File: src/hdl/rmxq_pkg.sv
`default_nettype none
package rmxq_pkg;

    localparam int DEPTH      = 4096;
    localparam int VALUE_BITS = 19;
    localparam int LANES      = 16;
    localparam int ROWS       = DEPTH / LANES;
    localparam int ADDR_BITS  = $clog2(DEPTH);
    localparam int LANE_BITS  = $clog2(LANES);
    localparam int ROW_BITS   = $clog2(ROWS);
    localparam int COUNT_BITS = 13;
    localparam int GROUPS     = LANES / 4;

    localparam int DATA_BITS  = 32;
    localparam int PADDR_BITS = 3;

    localparam logic [COUNT_BITS-1:0] COUNT_RESET = COUNT_BITS'(1);
    localparam logic [COUNT_BITS-1:0] COUNT_LIMIT = COUNT_BITS'(DEPTH);

    // register index taken from the word address bit
    localparam logic REG_ELEMENT_COUNT = 1'b0;

    localparam logic OP_WRITE = 1'b0;
    localparam logic OP_QUERY = 1'b1;

    typedef logic [VALUE_BITS-1:0] value_t;

    typedef struct packed {
        logic           operation;
        logic [11:0]    write_index;
        logic [18:0]    write_value;
        logic [18:0]    query_key;
        logic [11:0]    range_first;
        logic [11:0]    range_last;
    } item_t;

    typedef struct packed {
        logic [18:0]    best_xor;
        logic           range_error;
    } result_t;

    typedef enum logic [1:0] {
        ST_IDLE,
        ST_SCAN,
        ST_DRAIN,
        ST_RESULT
    } state_t;

    typedef struct packed {
        logic write_en;
        logic load;
        logic step;
    } ctrl_cmd_t;

    typedef struct packed {
        logic range_bad;
        logic last_row;
        logic pipe_busy;
    } dp_status_t;

    function automatic value_t max2(input value_t a, input value_t b);
        return (a > b) ? a : b;
    endfunction

endpackage
`default_nettype wire

File: src/hdl/rmxq_cfg.sv
`default_nettype none
module rmxq_cfg (
    input  wire logic                               clk,
    input  wire logic                               rst_n,
    input  wire logic                               psel,
    input  wire logic                               penable,
    input  wire logic                               pwrite,
    input  wire logic [rmxq_pkg::PADDR_BITS-1:0]    paddr,
    input  wire logic [rmxq_pkg::DATA_BITS-1:0]     pwdata,
    output logic      [rmxq_pkg::DATA_BITS-1:0]     prdata,
    output logic                                    pready,
    output logic      [rmxq_pkg::COUNT_BITS-1:0]    element_count
);

    logic [rmxq_pkg::COUNT_BITS-1:0] count_reg;
    logic [rmxq_pkg::COUNT_BITS-1:0] count_next;
    logic                            hit;

    assign hit = (paddr[2] == rmxq_pkg::REG_ELEMENT_COUNT);

    always_comb
    begin
        count_next = count_reg;
        if (psel && penable && pwrite && hit)
        begin
            count_next = pwdata[rmxq_pkg::COUNT_BITS-1:0];
        end
    end

    always_ff @(posedge clk or negedge rst_n)
    begin
        if (!rst_n)
        begin
            count_reg <= rmxq_pkg::COUNT_RESET;
        end
        else
        begin
            count_reg <= count_next;
        end
    end

    assign prdata = hit ? rmxq_pkg::DATA_BITS'(count_reg) : '0;
    assign pready = 1'b1;
    assign element_count = count_reg;

endmodule
`default_nettype wire

File: config.mk
export PLATFORM = sky130hd
export DESIGN_NAME = rmxq_cfg
export DESIGN_NICKNAME = d
export VERILOG_FILES = /design/src/hdl/rmxq_pkg.sv /design/src/hdl/rmxq_cfg.sv
export SDC_FILE = /design/constraint.sdc
export NUM_CORES = 1
export LEC_CHECK = 0
export BUFFER_PORTS_ARGS = -buffer_cell sky130_fd_sc_hd__buf_2
export CAP_MARGIN = 0
export CORE_MARGIN = 2
export CORE_UTILIZATION = 32
export CTS_CLUSTER_SIZE = 16
export DETAILED_ROUTE_END_ITERATION = 10
export GPL_TIMING_DRIVEN = 0
export MAX_ROUTING_LAYER = met4
export PLACE_DENSITY = 0.75
export SETUP_SLACK_MARGIN = 0.2
export SYNTH_ARGS = -nofsm -noshare
export SYNTH_HDL_FRONTEND = slang
export SYNTH_SLANG_ARGS = --single-unit
File: constraint.sdc
create_clock -name clk -period 2.6 [get_ports clk]
set_clock_uncertainty 0.2 [all_clocks]
set_input_delay 0.13 -clock clk [delete_from_list [all_inputs] [get_ports clk]]
set_output_delay 0.13 -clock clk [all_outputs]
set_load 0.01 [all_outputs]
* After elaboration in Yosys (flattened, before gate mapping) *
Index checks and enable logic that the tools add are counted.

storage, ports and cells
  register bits = 13
  input port bits = 40
  logic and storage cells = 6
  output and inout bits = 46

operators by class
  reduce and logical (&&, ||, !) cells = 3
  muxes and demuxes = 1
  bitwise operators = 1

operators by type and width
  kind               count
  13-bit 2-to-1 mux  1
  1-bit logical AND  3
  1-bit NOT          1

* Depth between registers and ports, before layout *
  depth after elaboration = 3
  depth in mapped cells = 3
  gate-level depth less buffers = 2

* Worst setup path after synthesis *
Ideal clock, no wire load.

  path type = input port to flip-flop
  start = input port paddr[2] in the netlist's numbering
  end = register count_reg, in the netlist element_count[10]
  data required time = 2275 ps
  setup slack = 1512 ps
  buffers on the path = 1
  library setup time = 125 ps
  arrival time = 763 ps
  cell stages on the path = 3
  path through = nand4b_4 buf_6 mux2_4

between the ends
  longest elaborated chain between the ends = 2

ends and longest elaborated chain
  what                    line            RTL
  start: declaration      rmxq_cfg.sv:8   input wire logic [rmxq_pkg::PADDR_BITS-1:0] paddr,
  1-bit NOT               rmxq_cfg.sv:19  assign hit = (paddr[2] == rmxq_pkg::REG_ELEMENT_COUNT);
  1-bit logical AND       rmxq_cfg.sv:24  if (psel && penable && pwrite && hit)
  end signal: assignment  rmxq_cfg.sv:34  count_reg <= rmxq_pkg::COUNT_RESET;
  end signal: assignment  rmxq_cfg.sv:38  count_reg <= count_next;
  end: declaration        rmxq_cfg.sv:15  logic [rmxq_pkg::COUNT_BITS-1:0] count_reg;

Every way passes these cells.
A chain may end at the register's enable or synchronous reset.

* Worst setup path after layout *
  start = register count_reg, in the netlist element_count[0]
  end = output port prdata[0] in the netlist's numbering

between the ends
  longest elaborated chain between the ends = 1

ends and longest elaborated chain
  what               line            RTL
  13-bit 2-to-1 mux  rmxq_cfg.sv:42  assign prdata = hit ? rmxq_pkg::DATA_BITS'(count_reg) : '0;
  end: declaration   rmxq_cfg.sv:10  output logic [rmxq_pkg::DATA_BITS-1:0] prdata,

Every way passes these cells.

==> out/results.ini <==
[detailed_routing]
vias=646
remaining_drc_errors=0
detail_route.first_pass.iterations=2
ant_nets=0
routed_wl_um=1838
viasPerCell=3.713
routedWlPerCell_um=10.56
drt_iter0_drc=1

[logic_synthesis]
synth_compound_area_share_pct=0
synth_cells=64
syn_avg_cell_area_um2=12.38
synthAdderAreaFrac_pct=0
synthMuxAreaShare_pct=23.22
synth_top_family_by_area=multiplexers
synthXorXnorAreaFrac_pct=0
ys_seq_elements=13
synth_cell_type_count=11
yosysWarnings=0
synth-simple-area-share_pct=13.74
syn-cell-area_um2=792.0
ys_seq_area_share_pct=41.23

[timing]
fmax_mhz=727.9
layout_setup_ws_ns=1.226
finalCritPeriodShare_pct=52.84
rsz0062_at_grt=no
setup_viol=0
hold_viol=0
finalMaxSlewViolations=0
setup-tns-final_ns=0
min_period_ns=1.374

[global_route]
track_usage_pct=14.26
busiest_layer=met2
use_met2_pct=26.42
use_met3_pct=3.333
use_met1_pct=14.93
antenna_found_initial=0
grt_pass1_vias=622
grt_pass1_wl_um=2829
grt_max_degree=14
overflow=0

[clock_network]
cts_resized=0
clock-root-buffer=clkbuf_4
clock_latency_ns=0.27
cts_tree=built
clkTransAtPathRegs_ns=0.08
numCtsBuffers=3
htreeDepth=1
clk_path_buf_depth=2
clkSinkCount=13

[critical_path]
cp.depth=2
crit_family=flip-flops
rrSetupSlack_ns=1.61
cp_max_fo=3
critPathRequiredTime_ns=2.27
crit_start=element_count[0]
cp-end-kind=output pin
r2r_start=element_count[5]
path_buf_inv=1
critPathMaxStageDelay_ns=0.55
worstReg2RegEnd=element_count[5]
reg2reg_depth=1
critPathArrivalTime_ns=1.04
crit_path_start_kind=register
critPathKind=register to output pin
crit_chain=and2b_1 -> buf_2
cp_slowest_cell=dfstp_2

[pwr]
p_leak_uw=0.0007580
vdd_drop_max_mv=0.3872
power.density_nw_per_um2=528.3
p_comb_share_pct=40.5
power_uw=678.1
p_int_uw=469.0
clock_power_share_pct=17.7
switching_share_pct=30.84
netSwitchingPower_uw=209.2
p_seq_share_pct=41.8

[layout]
diodes=0
largest_reg_flops=13
fin_util_pct=53.27
layout_common_cells=44 x buf_2, 20 x buf_4, 20 x conb_1, 14 x dlygate4sd3_1, 12 x dfrtp_1
fin_cells=174
layout-drive-gt1-share_pct=57.64
nNetsFinal=185
areaGrowthSynthToFinish_pct=62.09
final_common_cell=buf_2

[floorplanning]
dieArea_um2=2889
io_pins=86
rows=18
coreArea_um2=2410
die_h_um=53.75
start_util_pct=32.87
die_w_um=53.75

[place]
place_hpwl_um=1288
numPortBuffers=44
post-place-ws_ns=1.307
dpl.cell_count=156
place.gp.congestion=0.6525

[job]
maxCapViolCount=0

[hold_path]
hold_class=input port to asynchronous set/reset pin

[outcome]
status=complete, no violations

## cells by family after synthesis
logic type,Yosys count
buffers and inverters,22
DFF,13
muxes,13
other,2
and+or+nand+nor,14
## Yosys cell counts
master    number  area [µm²]
nor2b_1       10       62.56
clkbuf_1       1       3.750
buf_4         20       150.1
mux2_4        10       150.1
buf_6          1       11.26
dfstp_2        1       26.28
and2b_1        3       22.52
nand4b_4       1       23.77
conb_1         2       7.510
dfrtp_1       12       300.3
mux2_2         3       33.78
## routing by layer
| layer | routed length (µm) | vias up |
|---|---|---|
| met1 | 661 | 281 |
| met4 | 0 | 0 |
| met3 | 176 | 0 |
| met2 | 1000 | 41 |
| met5 | 0 | - |
| li1 | - | 324 |
## power groups by stage
stage          combinational (µW)  sequential, µW  clock (µW)
3_3_place_gp                  254             282           0
6_report                      275             284         120
4_1_cts                       274             283         126
3_5_place_dp                  258             284           0
2_1_floorplan                 138             302           0
5_1_grt                       299             291         141
## layout make-up
class / count / area (µm²)
buffer: 22 / 165.2
fill: 236 / 1126
sequential: 13 / 326.6
tap: 30 / 37.54
clock buffer: 4 / 26.28
timing repair buffer: 58 / 360.3
multi-input combinational: 47 / 367.9
## through the flow
stage	hold slack, ns	instance area (µm²)
after detailed placement	-0.1646	1117
final	0.06675	1284
after floorplan	-0.3656	859.6
after global placement	-0.1723	1117
after global routing	0.05369	1284
after CTS	0.06383	1284
## timing repair
action,CTS,global route
hold buffers,14,0
buffers inserted,0,0
hold endpoints to repair,26,0
setup endpoints to repair,0,0
## worst max path at each step
stage,to,slack [ns]
finish,prdata[0],1.23
global route,prdata[0],1.16
CTS,prdata[0],1.21
detailed placement,element_count[10],1.31
global placement,element_count[5],1.32
floorplan,element_count[10],1.51
Power figures use the tool's default switching activity.
