**src/hdl/rmxq_pkg.sv**
```systemverilog
`default_nettype none
package rmxq_pkg;

    localparam int DEPTH      = 4096;
    localparam int VALUE_BITS = 19;
    localparam int LANES      = 16;
    localparam int ROWS       = DEPTH / LANES;
    localparam int ADDR_BITS  = $clog2(DEPTH);
    localparam int LANE_BITS  = $clog2(LANES);
    localparam int ROW_BITS   = $clog2(ROWS);
    localparam int COUNT_BITS = 13;
    localparam int GROUPS     = LANES / 4;

    localparam int DATA_BITS  = 32;
    localparam int PADDR_BITS = 3;

    localparam logic [COUNT_BITS-1:0] COUNT_RESET = COUNT_BITS'(1);
    localparam logic [COUNT_BITS-1:0] COUNT_LIMIT = COUNT_BITS'(DEPTH);

    // register index taken from the word address bit
    localparam logic REG_ELEMENT_COUNT = 1'b0;

    localparam logic OP_WRITE = 1'b0;
    localparam logic OP_QUERY = 1'b1;

    typedef logic [VALUE_BITS-1:0] value_t;

    typedef struct packed {
        logic           operation;
        logic [11:0]    write_index;
        logic [18:0]    write_value;
        logic [18:0]    query_key;
        logic [11:0]    range_first;
        logic [11:0]    range_last;
    } item_t;

    typedef struct packed {
        logic [18:0]    best_xor;
        logic           range_error;
    } result_t;

    typedef enum logic [1:0] {
        ST_IDLE,
        ST_SCAN,
        ST_DRAIN,
        ST_RESULT
    } state_t;

    typedef struct packed {
        logic write_en;
        logic load;
        logic step;
    } ctrl_cmd_t;

    typedef struct packed {
        logic range_bad;
        logic last_row;
        logic pipe_busy;
    } dp_status_t;

    function automatic value_t max2(input value_t a, input value_t b);
        return (a > b) ? a : b;
    endfunction

endpackage
`default_nettype wire

```
**src/hdl/rmxq_ctrl.sv**
```systemverilog
`default_nettype none
module rmxq_ctrl (
    input  wire logic                   clk,
    input  wire logic                   rst_n,
    input  wire logic                   start,
    input  wire logic                   operation,
    input  wire rmxq_pkg::dp_status_t   status,
    output rmxq_pkg::ctrl_cmd_t         cmd,
    output logic                        busy,
    output logic                        done
);

    rmxq_pkg::state_t state_reg;
    rmxq_pkg::state_t state_next;

    always_comb
    begin
        state_next = state_reg;
        unique case (state_reg)
            rmxq_pkg::ST_IDLE:
            begin
                if (start && (operation == rmxq_pkg::OP_QUERY))
                begin
                    state_next = status.range_bad ? rmxq_pkg::ST_RESULT : rmxq_pkg::ST_SCAN;
                end
            end
            rmxq_pkg::ST_SCAN:
            begin
                if (status.last_row)
                begin
                    state_next = rmxq_pkg::ST_DRAIN;
                end
            end
            rmxq_pkg::ST_DRAIN:
            begin
                if (!status.pipe_busy)
                begin
                    state_next = rmxq_pkg::ST_RESULT;
                end
            end
            rmxq_pkg::ST_RESULT:
            begin
                state_next = rmxq_pkg::ST_IDLE;
            end
            default:
            begin
                state_next = rmxq_pkg::ST_IDLE;
            end
        endcase
    end

    always_comb
    begin
        cmd  = '0;
        busy = 1'b1;
        done = 1'b0;
        unique case (state_reg)
            rmxq_pkg::ST_IDLE:
            begin
                busy = 1'b0;
                if (start)
                begin
                    cmd.write_en = (operation == rmxq_pkg::OP_WRITE);
                    cmd.load     = (operation == rmxq_pkg::OP_QUERY);
                end
            end
            rmxq_pkg::ST_SCAN:
            begin
                cmd.step = 1'b1;
            end
            rmxq_pkg::ST_DRAIN:
            begin
            end
            rmxq_pkg::ST_RESULT:
            begin
                done = 1'b1;
            end
            default:
            begin
            end
        endcase
    end

    always_ff @(posedge clk or negedge rst_n)
    begin
        if (!rst_n)
        begin
            state_reg <= rmxq_pkg::ST_IDLE;
        end
        else
        begin
            state_reg <= state_next;
        end
    end

endmodule
`default_nettype wire

```
**config.mk**
```make
export PLATFORM = sky130hd
export DESIGN_NAME = rmxq_ctrl
export DESIGN_NICKNAME = d
export VERILOG_FILES = /design/src/hdl/rmxq_pkg.sv /design/src/hdl/rmxq_ctrl.sv
export SDC_FILE = /design/constraint.sdc
export NUM_CORES = 1
export LEC_CHECK = 0
export BUFFER_PORTS_ARGS = -buffer_cell sky130_fd_sc_hd__buf_2
export CAP_MARGIN = 40
export CORE_AREA = 5 5 42 44
export CTS_CLUSTER_SIZE = 40
export DETAILED_ROUTE_END_ITERATION = 8
export DIE_AREA = 0 0 47 49
export SLEW_MARGIN = 20
export SYNTH_ARGS = -nofsm -noshare
export SYNTH_HDL_FRONTEND = slang
export SYNTH_SLANG_ARGS = --single-unit
```
**constraint.sdc**
```tcl
create_clock -name clk -period 1.71 [get_ports clk]
set_clock_uncertainty 0.15 [all_clocks]
set_input_delay 0.171 -clock clk [delete_from_list [all_inputs] [get_ports clk]]
set_output_delay 0.171 -clock clk [all_outputs]
set_load 0.01 [all_outputs]
```
# Yosys cells after proc, flatten, opt, wreduce, memory -nomap -nowiden
# Index checks and enable logic that the tools add are counted.
[totals]
output_inout_bits = 5
reg_bits = 2
wordCells = 21
input_bits = 7
[op_classes]
bitwise = 1
n_reduce_logical = 3
n_eq_ne = 6
mux = 10
[ops]
columns = ["op", "n"]
rows = [
  ["$mux 2", 6],
  ["$pmux 2 s4", 1],
  ["$ne 2x2->1 const B", 3],
  ["$eq 2x2->1 const B", 2],
  ["$mux 1", 3],
  ["$reduce_and 3->1", 1],
  ["$eq 2x1->1 const B", 1],
  ["$logic_not 2->1", 1],
  ["$logic_and 1x1->1", 1],
  ["$not 1->1", 1],
]

# Depth between registers and ports, before layout
# Gate-level depths: netlist of the first run.
[depth]
word_depth = 3
ltp_mapped = 5

# Least setup slack after synthesis of the first run
# No wires, ideal clock.
[synth_timing]
kind = "register to register"
startpoint = "register state_reg[1]"
endpoint = "register state_reg[0]"
period_less_slack_ns = 1.465
path_slack_ns = 0.245
required_ns = 1.434
arrival_ns = 1.190
stages_incl_launch_ff = 6
setup_ns = 0.126
cell_sequence = "dfrtp_1 -> inv_1 -> ha_1 -> nor2b_1 -> a221o_1 -> mux2i_1"
[synth_via]
elab_chain_cells = 3
[synth_lines]
columns = ["item", "line_no", "text"]
rows = [
  ["start, declared", "rmxq_ctrl.sv:13", "rmxq_pkg::state_t state_reg;"],
  ["start signal, assigned", "rmxq_ctrl.sv:88", "state_reg <= rmxq_pkg::ST_IDLE;"],
  ["start signal, assigned", "rmxq_ctrl.sv:92", "state_reg <= state_next;"],
  ["$eq 2x1->1, or another cell as far along", "rmxq_ctrl.sv:19", "unique case (state_reg)"],
  ["$ne 2x2->1 (no line)", "n/a", ""],
  ["$reduce_and 3->1 (no line)", "n/a", ""],
]
# Several ways; a longest one is shown, not always the timed one.
# A chain may end at the register's enable or synchronous reset.

==> results of run 1 <==
==> per-layer routing <==
layer / vias up / share of wire, %
li1: 96 / -
met4: 0 / 0
met5: - / 0
met1: 79 / 34
met3: 0 / 17
met2: 8 / 49
==> area by class of cell <==
cell class                      count  area [um2]
Clock buffer                        3        22.5
Sequential cell                     2        50.0
Inverter                            3        11.3
Timing Repair Buffer               12        65.1
Tap cell                           16        20.0
Fill cell                         167        1100
Multi-Input combinational cell     15         130
==> per-stage QoR <==
stage	std cells	area [um2]	utilization, %
finish	51	299	21.3
global route	51	299	21.3
CTS	51	299	21.3
detailed placement	47	267	19.0
global placement	47	267	19.0
floorplan	20	191	-
==> cell families after synthesis <==
group / Yosys count / synth area share (%)
AND/OR/NAND/NOR: 6 / 14.4
adder cells (fa/ha/maj): 5 / 32.7
buffers and inverters: 3 / 5.88
multiplexers: 3 / 15.7
flip-flops: 2 / 26.1
AO/OA/AOI/OAI: 1 / 5.23
==> worst paths after layout <==
path,startpoint,endpoint,slack (ns)
hold reg to reg,state_reg[0]$_DFFE_PN0P_,state_reg[0]$_DFFE_PN0P_,0.49
setup / recovery,state_reg[1]$_DFFE_PN0P_,cmd[1],0.15
max in group asynchronous,rst_n,state_reg[1]$_DFFE_PN0P_,1.20
hold / removal,rst_n,state_reg[0]$_DFFE_PN0P_,0.11
setup reg to reg,state_reg[1]$_DFFE_PN0P_,state_reg[1]$_DFFE_PN0P_,0.22
min in group clk,status[2],state_reg[1]$_DFFE_PN0P_,0.11
==> power by group <==
group | internal (W) | switching (W) | leakage (nW) | total [W]
Clock | 0.0000775 | 0.0000278 | 0.0138 | 0.000105
Combinational | 0.000137 | 0.000149 | 0.136 | 0.000286
Sequential | 0.0000754 | 0.0000201 | 0.0235 | 0.0000955
==> worst reg2reg max path, stage by stage (launching register included) <==
cell	delay, ns
dfrtp_1	0.36
inv_1	0.10
ha_1	0.19
nor2b_1	0.13
a221o_1	0.30
mux2i_1	0.13
==> cell usage in the layout, fill, tap and decap left out <==
master         netlist  final
dlygate4sd3_1        0      1
ha_1                 5      5
nor2b_1              1      1
and3_1               1      1
clkbuf_4             0      3
dfrtp_1              2      2
inv_1                3      3
nand2_1              2      2
buf_2                0     11
mux2i_1              3      3
nor2_1               2      2
a221o_1              1      1
==> repair_timing <==
item                      in CTS  in global routing
gates resized for setup        0                  0
hold endpoints to repair       2                  0
hold buffers                   1                  0
==> metrics.md, run 1 <==
| Metric | Value |
|---|---|
| Synthesized flop and latch total | `2` |
| CP arrival | `1.24 ns` |
| GR Layer Usage met3 | `4.43%` |
| P_leak | `0.173 nW` |
| Share of flip-flops with an asynchronous set or reset | `100%` |
| Clk Latency, worst-skew pair | `0.23 ns` |
| WP depth | `4` |
| Largest register FFs | `2` |
| Core footprint | `1400 um2` |
| Initial Util | `13.7%` |
| Crit-path slowest cell | `dfrtp_1` |
| Top-count cell post-synth | `ha_1` |
| Crit share post-route | `91.4%` |
| Power per cell area | `1630 nW/um2` |
| CP Capture Type | `output pin` |
| Tot GR Track Use | `4.44%` |
| WL/cell | `8.47 um` |
| Placer Congestion | `0.756` |
| Total chip power | `0.000487 W` |
| WHS | `0.107 ns` |
| CTS buffer count | `3` |
| Status | `finished, final reports clean` |
| Distinct cells, synth | `9` |
| Post-CTS setup buffer count | `0` |
| DR iter-0 viols | `1` |
| Pre-Repair DR Iteration Count | `2` |
| Final setup vio count | `0` |
| Htree depth | `1` |
| Slew margin rel. | `91.8%` |
| Nets | `49` |
| Total negative slack | `0 ns` |
| CTS tree | `built` |
| Required time of the critical path | `1.39 ns` |
| Die extent in x | `47 um` |
| Row count | `14` |
| CTS Sinks | `2` |
| Setup repair after global routing missed its margin | `false` |
| EDFF count, synth | `0` |
| Sequential fraction of the synthesis area | `26.1%` |
| Routed Antenna Nets | `0` |
| Max Clk Rate | `640 MHz` |
| Mapped Nets | `32` |
| Yosys synthesis warning count | `0` |
| Final Routed Wirelength | `432 um` |
| Share of cells above drive strength 1 | `40.0%` |
| Clk Tree Root Cell | `clkbuf_4` |
| Met1 Usage GRT | `3.30%` |
| Clock buffer depth | `2` |
| Maximum vdd drop | `0.283 mV` |
| DP Wirelength | `350 um` |
| CP max stage delay | `0.39 ns` |
| Synth cell count leaders | `5 x ha_1, 3 x inv_1, 3 x mux2i_1` |
| IO buf count | `11` |
| Pin count of the biggest net entering global routing | `5` |
| Drt via density | `3.59` |
| Setup ws final | `0.147 ns` |
| Worst slack, placed | `0.214 ns` |
| Synthesized area per cell | `9.57 um2` |
| Post-route minimum period | `1.56 ns` |
| Die Y-Extent | `49 um` |
| Main synth FF type | `dfrtp_1` |
| Worst Path Max Fanout | `4` |
| Mapped Cells | `20` |
| Area contributors post-synth | `ha_1 33%, dfrtp_1 26%, mux2i_1 16%` |
| WP buf/inv | `2` |
| Crit path kind | `register to output pin` |
| Crit-path leading delay family | `flip-flops` |
| I/O pin count | `12` |
| Via count | `183` |
| Crit-path cells | `inv_1 > ha_1 > and3_1 > buf_2` |
| Least-Margin Pin Slew | `0.120 ns` |
| CP Launch Type | `register` |
| Count of pins over their slew limit | `0` |
| Hold Path Class | `input port to async pin` |
| Diodes inserted | `0` |
| Synth area leader | `ha_1` |
| First-pass GRT wire length | `621 um` |
| Fin. Hold Viols | `0` |
| DRC viols | `0` |
| Vias in the first global route | `181` |
| GRT busiest layer | `met4` |
| Synthesized area | `191 um2` |
| Initial antenna violation count | `0` |
| Clock transition at the registers of the reported paths | `0.03 ns` |
| Gr ovfl total | `0` |
| Post-synth top area share | `32.7%` |
| Worst reg-to-reg path cell count | `5` |
| Area grow syn2layout | `56.2%` |
| GR Layer Usage met2 | `5.43%` |
| Max Cap Viol | `0` |
| Total Die Area | `2300 um2` |
Power figures use the tool's default switching activity.
==> run 2: changes to the inputs <==
--- a/config.mk
+++ b/config.mk
@@ -11,7 +11,9 @@
 export CTS_CLUSTER_SIZE = 40
 export DETAILED_ROUTE_END_ITERATION = 8
 export DIE_AREA = 0 0 47 49
+export PLACE_DENSITY_LB_ADDON = 0.05
 export SLEW_MARGIN = 20
 export SYNTH_ARGS = -nofsm -noshare
 export SYNTH_HDL_FRONTEND = slang
 export SYNTH_SLANG_ARGS = --single-unit
+export TNS_END_PERCENT = 1
==> run 2 against run 1 <==
Sequential cell count is the same. Highest routed layer unchanged. Critical endpoint is now cmd[2]. Cell count stayed put. Clock power shrank 4%. Largest cell class unchanged. Clock-buffer cell count stayed put. Total power rose by 2.0%. Final area is the same. Global-route usage up 0.77 points.
==> metrics.md, run 2 (synthesis results as in run 1) <==
| Metric | Value |
|---|---|
| Clock buffer depth | `2 (unchanged)` |
| Max Clk Rate | `633 MHz (was 640 MHz)` |
| Diodes inserted | `0 (unchanged)` |
| Row count | `14 (unchanged)` |
| P_int | `0.000292 W (was 0.000290 W)` |
| Die Y-Extent | `49 um (unchanged)` |
| IO buf count | `11 (unchanged)` |
| Crit-path cells | `inv_1 > ha_1 > nand2_1 > nor2_1 > buf_2 (was inv_1 > ha_1 > and3_1 > buf_2)` |
| Setup repair after global routing missed its margin | `false (unchanged)` |
| I/O pin count | `12 (unchanged)` |
| Vias in the first global route | `231 (was 181)` |
| DR iter-0 viols | `1 (unchanged)` |
| FILL cells | `177 (was 167)` |
| Pin count of the biggest net entering global routing | `5 (unchanged)` |
| Post_cts resized | `0 (unchanged)` |
| Crit path kind | `register to output pin (unchanged)` |
| CP Capture Type | `output pin (unchanged)` |
| Final Routed Wirelength | `510 um (was 432 um)` |
| Worst Path Max Fanout | `4 (unchanged)` |
| Seq. cell area | `50.0 um2 (unchanged)` |
| WL/cell | `10.0 um (was 8.47 um)` |
| Crit-path leading delay family | `flip-flops (unchanged)` |
| Drt via density | `3.78 (was 3.59)` |
| CP Launch Type | `register (unchanged)` |
| CTS tree | `built (unchanged)` |
| Count of pins over their slew limit | `0 (unchanged)` |
| Via count | `193 (was 183)` |
| Most frequent cells in the layout | `11 x buf_2, 5 x ha_1, 3 x inv_1, 3 x mux2i_1, 3 x clkbuf_4 (unchanged)` |
| Status | `finished, final reports clean (unchanged)` |
| Comb pwr share | `60.7% (was 58.8%)` |
| Required time of the critical path | `1.39 ns (about the same)` |
| Tot GR Track Use | `5.20% (was 4.44%)` |
| Post-route minimum period | `1.58 ns (was 1.56 ns)` |
| Slew margin rel. | `89.5% (was 91.8%)` |
| First-pass GRT wire length | `876 um (was 621 um)` |
| Switching Power | `0.000204 W (was 0.000197 W)` |
| Routed Antenna Nets | `0 (unchanged)` |
| Core footprint | `1400 um2 (unchanged)` |
| WP buf/inv | `2 (unchanged)` |
| Htree depth | `1 (unchanged)` |
| P_leak | `0.173 nW (unchanged)` |
| Nets | `49 (unchanged)` |
| Final setup vio count | `0 (unchanged)` |
| Crit-path slowest cell | `dfrtp_1 (unchanged)` |
| Fin. Hold Viols | `0 (unchanged)` |
| Total negative slack | `0 ns (unchanged)` |
| CTS buffer count | `3 (unchanged)` |
| Area grow syn2layout | `56.2% (unchanged)` |
| Initial antenna violation count | `0 (unchanged)` |
| Initial Util | `13.7% (unchanged)` |
| Total Die Area | `2300 um2 (unchanged)` |
| Gr ovfl total | `0 (unchanged)` |
| Most common cell after layout, fill and taps aside | `buf_2 (unchanged)` |
| Maximum vdd drop | `0.407 mV (was 0.283 mV)` |
| WHS | `0.112 ns (was 0.107 ns)` |
| Max Cap Viol | `0 (unchanged)` |
| Clk Latency, worst-skew pair | `0.22 ns (was 0.23 ns)` |
| Placer Congestion | `0.675 (was 0.756)` |
| Clk Tree Root Cell | `clkbuf_4 (unchanged)` |
| DP Wirelength | `430 um (was 350 um)` |
| Part of the power in registers | `19.0% (was 19.6%)` |
| Pre-Repair DR Iteration Count | `2 (unchanged)` |
| Clock network fraction of total power | `20.3% (was 21.6%)` |
| Hold Path Class | `input port to register (was input port to async pin)` |
| Largest register FFs | `2 (unchanged)` |
| Crit share post-route | `92.4% (was 91.4%)` |
| Footprint of the multi-input gates | `130 um2 (unchanged)` |
| Switch share | `41.1% (was 40.4%)` |
| Share of cells above drive strength 1 | `40.0% (unchanged)` |
| Clock transition at the registers of the reported paths | `0.03 ns (about the same)` |
| DRC viols | `0 (unchanged)` |
| Least-Margin Pin Slew | `0.152 ns (was 0.120 ns)` |
| CTS Sinks | `2 (unchanged)` |
| CP arrival | `1.26 ns (was 1.24 ns)` |
| Power per cell area | `1660 nW/um2 (was 1630 nW/um2)` |
| CP max stage delay | `0.38 ns (was 0.39 ns)` |
| Die extent in x | `47 um (unchanged)` |
run 2: cell counts in the layout (fill, tap and decap cells not counted):
Identical to the previous run, type by type.
run 2: final cells by class:
cell class | instances | share of cell area [%]
multi-input cells | 15 | 43.5
repair buffers | 12 | 21.8
flip-flops and latches | 2 | 16.7
clock buffers | 3 | 7.53
well taps | 16 | 6.69
inverters | 3 | 3.77
run 2: worst min-delay path, cell delays in order:
cell     delay [ns]
buf_2          0.08
mux2i_1        0.06
mux2i_1        0.12
run 2: routing by layer:
| metal | part of all wire, % | global-route usage [%] | vias up |
|---|---|---|---|
| li1 | - | - | 97 |
| met1 | 41 | 5.91 | 86 |
| met2 | 44 | 7.69 | 10 |
| met3 | 15 | 1.48 | 0 |
| met4 | 0 | 4.15 | 0 |
| met5 | 0 | 0 | - |
run 2: path summary, 6_finish.rpt:
path / start / to / slack, ns / depth (start not counted)
setup / recovery: state_reg[0]$_DFFE_PN0P_ / cmd[2] / 0.13 / 5
max in group asynchronous: rst_n / state_reg[0]$_DFFE_PN0P_ / 1.20 / 2
hold reg to reg: state_reg[1]$_DFFE_PN0P_ / state_reg[1]$_DFFE_PN0P_ / 0.49 / 2
hold / removal: status[2] / state_reg[1]$_DFFE_PN0P_ / 0.11 / 3
setup reg to reg: state_reg[1]$_DFFE_PN0P_ / state_reg[0]$_DFFE_PN0P_ / 0.19 / 5
min in group asynchronous: rst_n / state_reg[1]$_DFFE_PN0P_ / 0.12 / 2
run 2: repair_timing:
item / CTS / global route
buffers inserted: 0 / 0
hold buffers: 1 / 0
endpoints found under the hold margin: 2 / 0
run 2: power by group through the flow:
stage	Clock (W)	Combinational, W	Sequential (W)
final	0.000101	0.000301	0.0000943
after global routing	0.000113	0.000351	0.0000994
after CTS	0.000108	0.000310	0.0000951
after detailed placement	0	0.000306	0.0000956
after global placement	0	0.000311	0.0000960
after floorplan	0	0.000219	0.0000916
run 2: per-stage QoR:
step | setup slack [ns] | area (um2) | cells | utilization [%] | power, W
finish | 0.129 | 299 | 51 | 21.3 | 0.000497
global route | 0.00670 | 299 | 51 | 21.3 | 0.000564
CTS | 0.0910 | 299 | 51 | 21.3 | 0.000513
detailed placement | 0.184 | 267 | 47 | 19.0 | 0.000402
global placement | 0.176 | 267 | 47 | 19.0 | 0.000407
floorplan | 0.245 | 191 | 20 | - | 0.000310
==> run 3: changes to the inputs <==
--- a/config.mk
+++ b/config.mk
@@ -5,6 +5,7 @@
 export SDC_FILE = /design/constraint.sdc
 export NUM_CORES = 1
 export LEC_CHECK = 0
+export ABC_AREA = 1
 export BUFFER_PORTS_ARGS = -buffer_cell sky130_fd_sc_hd__buf_2
 export CAP_MARGIN = 40
 export CORE_AREA = 5 5 42 44
==> run 3 against run 2 <==
Sequential power up 5.4%. Die area unchanged. Synthesized area up 22%. Critical path depth unchanged. Via count up 25%. Critical path type unchanged. Critical endpoint is now cmd[1]. Largest power group unchanged.
==> metrics.md, run 3 <==
| Metric | Value |
|---|---|
| Status | `finished, final reports clean (unchanged)` |
| Final Routed Wirelength | `595 um (was 510 um)` |
| GR Layer Usage met3 | `1.48% (unchanged)` |
| Total negative slack | `0 ns (unchanged)` |
| IO buf count | `11 (unchanged)` |
| Max Cap Viol | `0 (unchanged)` |
| Sequential fraction of the synthesis area | `21.5% (was 26.1%)` |
| Hold Path Class | `input port to async pin (was input port to register)` |
| Post-route minimum period | `1.58 ns (about the same)` |
| Slew margin rel. | `90.6% (was 89.5%)` |
| Main synth FF type | `dfrtp_1 (unchanged)` |
| Yosys synthesis warning count | `0 (unchanged)` |
| GR Layer Usage met2 | `6.56% (was 7.69%)` |
| Worst reg-to-reg path cell count | `6 (was 5)` |
| Clk Latency, worst-skew pair | `0.22 ns (about the same)` |
| Htree depth | `1 (unchanged)` |
| Worst R2R End | `state_reg[0]$_DFFE_PN0P_ (unchanged)` |
| Area contributors post-synth | `ha_1 27%, dfrtp_1 22%, nand2_1 18% (was ha_1 33%, dfrtp_1 26%, mux2i_1 16%)` |
| Synthesized area | `233 um2 (was 191 um2)` |
| Initial Util | `16.6% (was 13.7%)` |
| Total Die Area | `2300 um2 (unchanged)` |
| Die extent in x | `47 um (unchanged)` |
| Max Clk Rate | `631 MHz (was 633 MHz)` |
| CTS Hold Buffers Added | `1 (unchanged)` |
| Switching Power | `0.000263 W (was 0.000204 W)` |
| I/O pin count | `12 (unchanged)` |
| CTS buffer count | `3 (unchanged)` |
| Via count | `241 (was 193)` |
| Part of the power in registers | `17.9% (was 19.0%)` |
| Crit share post-route | `92.6% (was 92.4%)` |
| Clock buffer depth | `2 (unchanged)` |
| DR iter-0 viols | `6 (was 1)` |
| Diodes inserted | `0 (unchanged)` |
| CTS Sinks | `2 (unchanged)` |
| Clock transition at the registers of the reported paths | `0.03 ns (about the same)` |
| Share of flip-flops with an asynchronous set or reset | `100% (unchanged)` |
| Row count | `14 (unchanged)` |
| GRT busiest layer | `met4 (was met2)` |
| Most frequent cells in the layout | `11 x nand2_1, 11 x buf_2, 8 x inv_1 (was 11 x buf_2, 5 x ha_1, 3 x inv_1, 3 x mux2i_1, 3 x clkbuf_4)` |
| Nets | `64 (was 49)` |
| Clk Tree Root Cell | `clkbuf_4 (unchanged)` |
| Least-Margin Pin Slew | `0.141 ns (was 0.152 ns)` |
| CP arrival | `1.26 ns (about the same)` |
| Synthesized area per cell | `6.65 um2 (was 9.57 um2)` |
| First-pass GRT wire length | `814 um (was 876 um)` |
| EDFF count, synth | `0 (unchanged)` |
| Synth cell count leaders | `11 x nand2_1, 8 x inv_1, 5 x ha_1 (was 5 x ha_1, 3 x inv_1, 3 x mux2i_1)` |
| WL/cell | `9.02 um (was 10.0 um)` |
| Core footprint | `1400 um2 (unchanged)` |
| DP Wirelength | `482 um (was 430 um)` |
| Worst Path Max Fanout | `4 (unchanged)` |
| Post-Place Cells | `62 (was 47)` |
| Setup repair after global routing missed its margin | `false (unchanged)` |
| Required time of the critical path | `1.39 ns (about the same)` |
| Top-count cell post-synth | `nand2_1 (was ha_1)` |
| CP Launch Type | `register (unchanged)` |
| Vias in the first global route | `225 (was 231)` |
| Tot GR Track Use | `5.28% (was 5.20%)` |
| Drt via density | `3.65 (was 3.78)` |
| Die Y-Extent | `49 um (unchanged)` |
| Synthesized flop and latch total | `2 (unchanged)` |
| FILL cells | `161 (was 177)` |
| Maximum vdd drop | `0.459 mV (was 0.407 mV)` |
| Distinct cells, synth | `9 (unchanged)` |
| Switch share | `47.5% (was 41.1%)` |
| Finished Layout Cells | `66 (was 51)` |
| Clock network fraction of total power | `18.5% (was 20.3%)` |
| Largest register FFs | `2 (unchanged)` |
| Comb pwr share | `63.6% (was 60.7%)` |
| Gr ovfl total | `0 (unchanged)` |
| Reg2reg start | `state_reg[1]$_DFFE_PN0P_ (unchanged)` |
| Initial antenna violation count | `0 (unchanged)` |
| Crit path kind | `register to output pin (unchanged)` |
| Count of pins over their slew limit | `0 (unchanged)` |
| Power per cell area | `1630 nW/um2 (was 1660 nW/um2)` |
| Area grow syn2layout | `46.2% (was 56.2%)` |
| Synth area leader | `ha_1 (unchanged)` |
| Mapped Nets | `47 (was 32)` |
| Post-CTS setup buffer count | `0 (unchanged)` |
| Post_cts resized | `0 (unchanged)` |
| Final setup vio count | `0 (unchanged)` |
| Worst reg-to-reg setup slack | `0.41 ns (was 0.19 ns)` |
| P_int | `0.000291 W (was 0.000292 W)` |
| Routed Antenna Nets | `0 (unchanged)` |
| Post-synth top area share | `26.9% (was 32.7%)` |
| DRC viols | `0 (unchanged)` |
| Mapped Cells | `35 (was 20)` |
| CP Capture Type | `output pin (unchanged)` |
| P_leak | `0.219 nW (was 0.173 nW)` |
| Placer Congestion | `0.617 (was 0.675)` |
| Pin count of the biggest net entering global routing | `5 (unchanged)` |
| CTS tree | `built (unchanged)` |
| Fin. Hold Viols | `0 (unchanged)` |
| Share of cells above drive strength 1 | `34.0% (was 40.0%)` |
| Met1 Usage GRT | `5.93% (was 5.91%)` |
| Pre-Repair DR Iteration Count | `3 (was 2)` |
## run 3: cell types whose count changed after synthesis, sizes merged
| cell | delta |
|---|---|
| nor2b | -1 |
| nand4 | +1 |
| a221o | -1 |
| nand2 | +11 |
| and3 | -1 |
| inv | +5 |
| mux2i | -3 |
| nand3 | +2 |
| nor2 | +2 |
## run 3: worst max-delay path: stages (launching register included)
cell,delay [ns]
dfrtp_1,0.40
inv_1,0.12
ha_1,0.21
inv_1,0.06
nor2_1,0.10
buf_2,0.14
## run 3: logic make-up after synthesis
family / synth area share, %
simple gates: 38.7
buf+inv: 12.9
flops: 21.5
fa+ha+maj: 26.9
## run 3: final cells by class
class                           instances  area (um2)  area share, %
Clock buffer                            3        22.5           6.62
Inverter                                8        30.0           8.82
Multi-Input combinational cell         25         153           44.9
Sequential cell                         2        50.0           14.7
Tap cell                               16        20.0           5.88
Timing Repair Buffer                   12        65.1           19.1
## run 3: worst max-delay path by stage
| stage | start | endpoint | cells past startpoint |
|---|---|---|---|
| 6_report | state_reg[1]$_DFFE_PN0P_ | cmd[1] | 5 |
| 5_1_grt | state_reg[1]$_DFFE_PN0P_ | cmd[1] | 5 |
| 4_1_cts | state_reg[1]$_DFFE_PN0P_ | cmd[1] | 5 |
| 3_5_place_dp | state_reg[0]$_DFFE_PN0P_ | cmd[1] | 5 |
| 3_3_place_gp | state_reg[0]$_DFFE_PN0P_ | cmd[1] | 5 |
| 2_1_floorplan | state_reg[0]$_DFFE_PN0P_ | cmd[1] | 4 |
## run 3: per-stage QoR
stage               instance area (um2)  hold slack [ns]  setup slack, ns  util (%)  total power, W
floorplan                           233           -0.275            0.434         -        0.000353
global placement                    308           -0.195            0.398      22.0        0.000451
detailed placement                  308           -0.193            0.350      22.0        0.000456
CTS                                 340            0.103            0.107      24.3        0.000570
global route                        340            0.127           0.0330      24.3        0.000612
finish                              340            0.123            0.126      24.3        0.000555
## run 3: per-layer routing
| layer | up-vias | routed length, um | part of all wire [%] |
|---|---|---|---|
| met5 | - | 0 | 0 |
| met4 | 0 | 0 | 0 |
| met3 | 0 | 87 | 15 |
| met2 | 11 | 254 | 43 |
| met1 | 98 | 253 | 43 |
| li1 | 132 | - | - |
## run 3: power groups by stage
stage	registers (W)	clock network, W	logic [W]
4_1_cts	0.000100	0.000110	0.000360
2_1_floorplan	0.0000939	0	0.000259
3_5_place_dp	0.000101	0	0.000355
6_report	0.0000994	0.000103	0.000353
3_3_place_gp	0.000102	0	0.000349
5_1_grt	0.000102	0.000117	0.000393
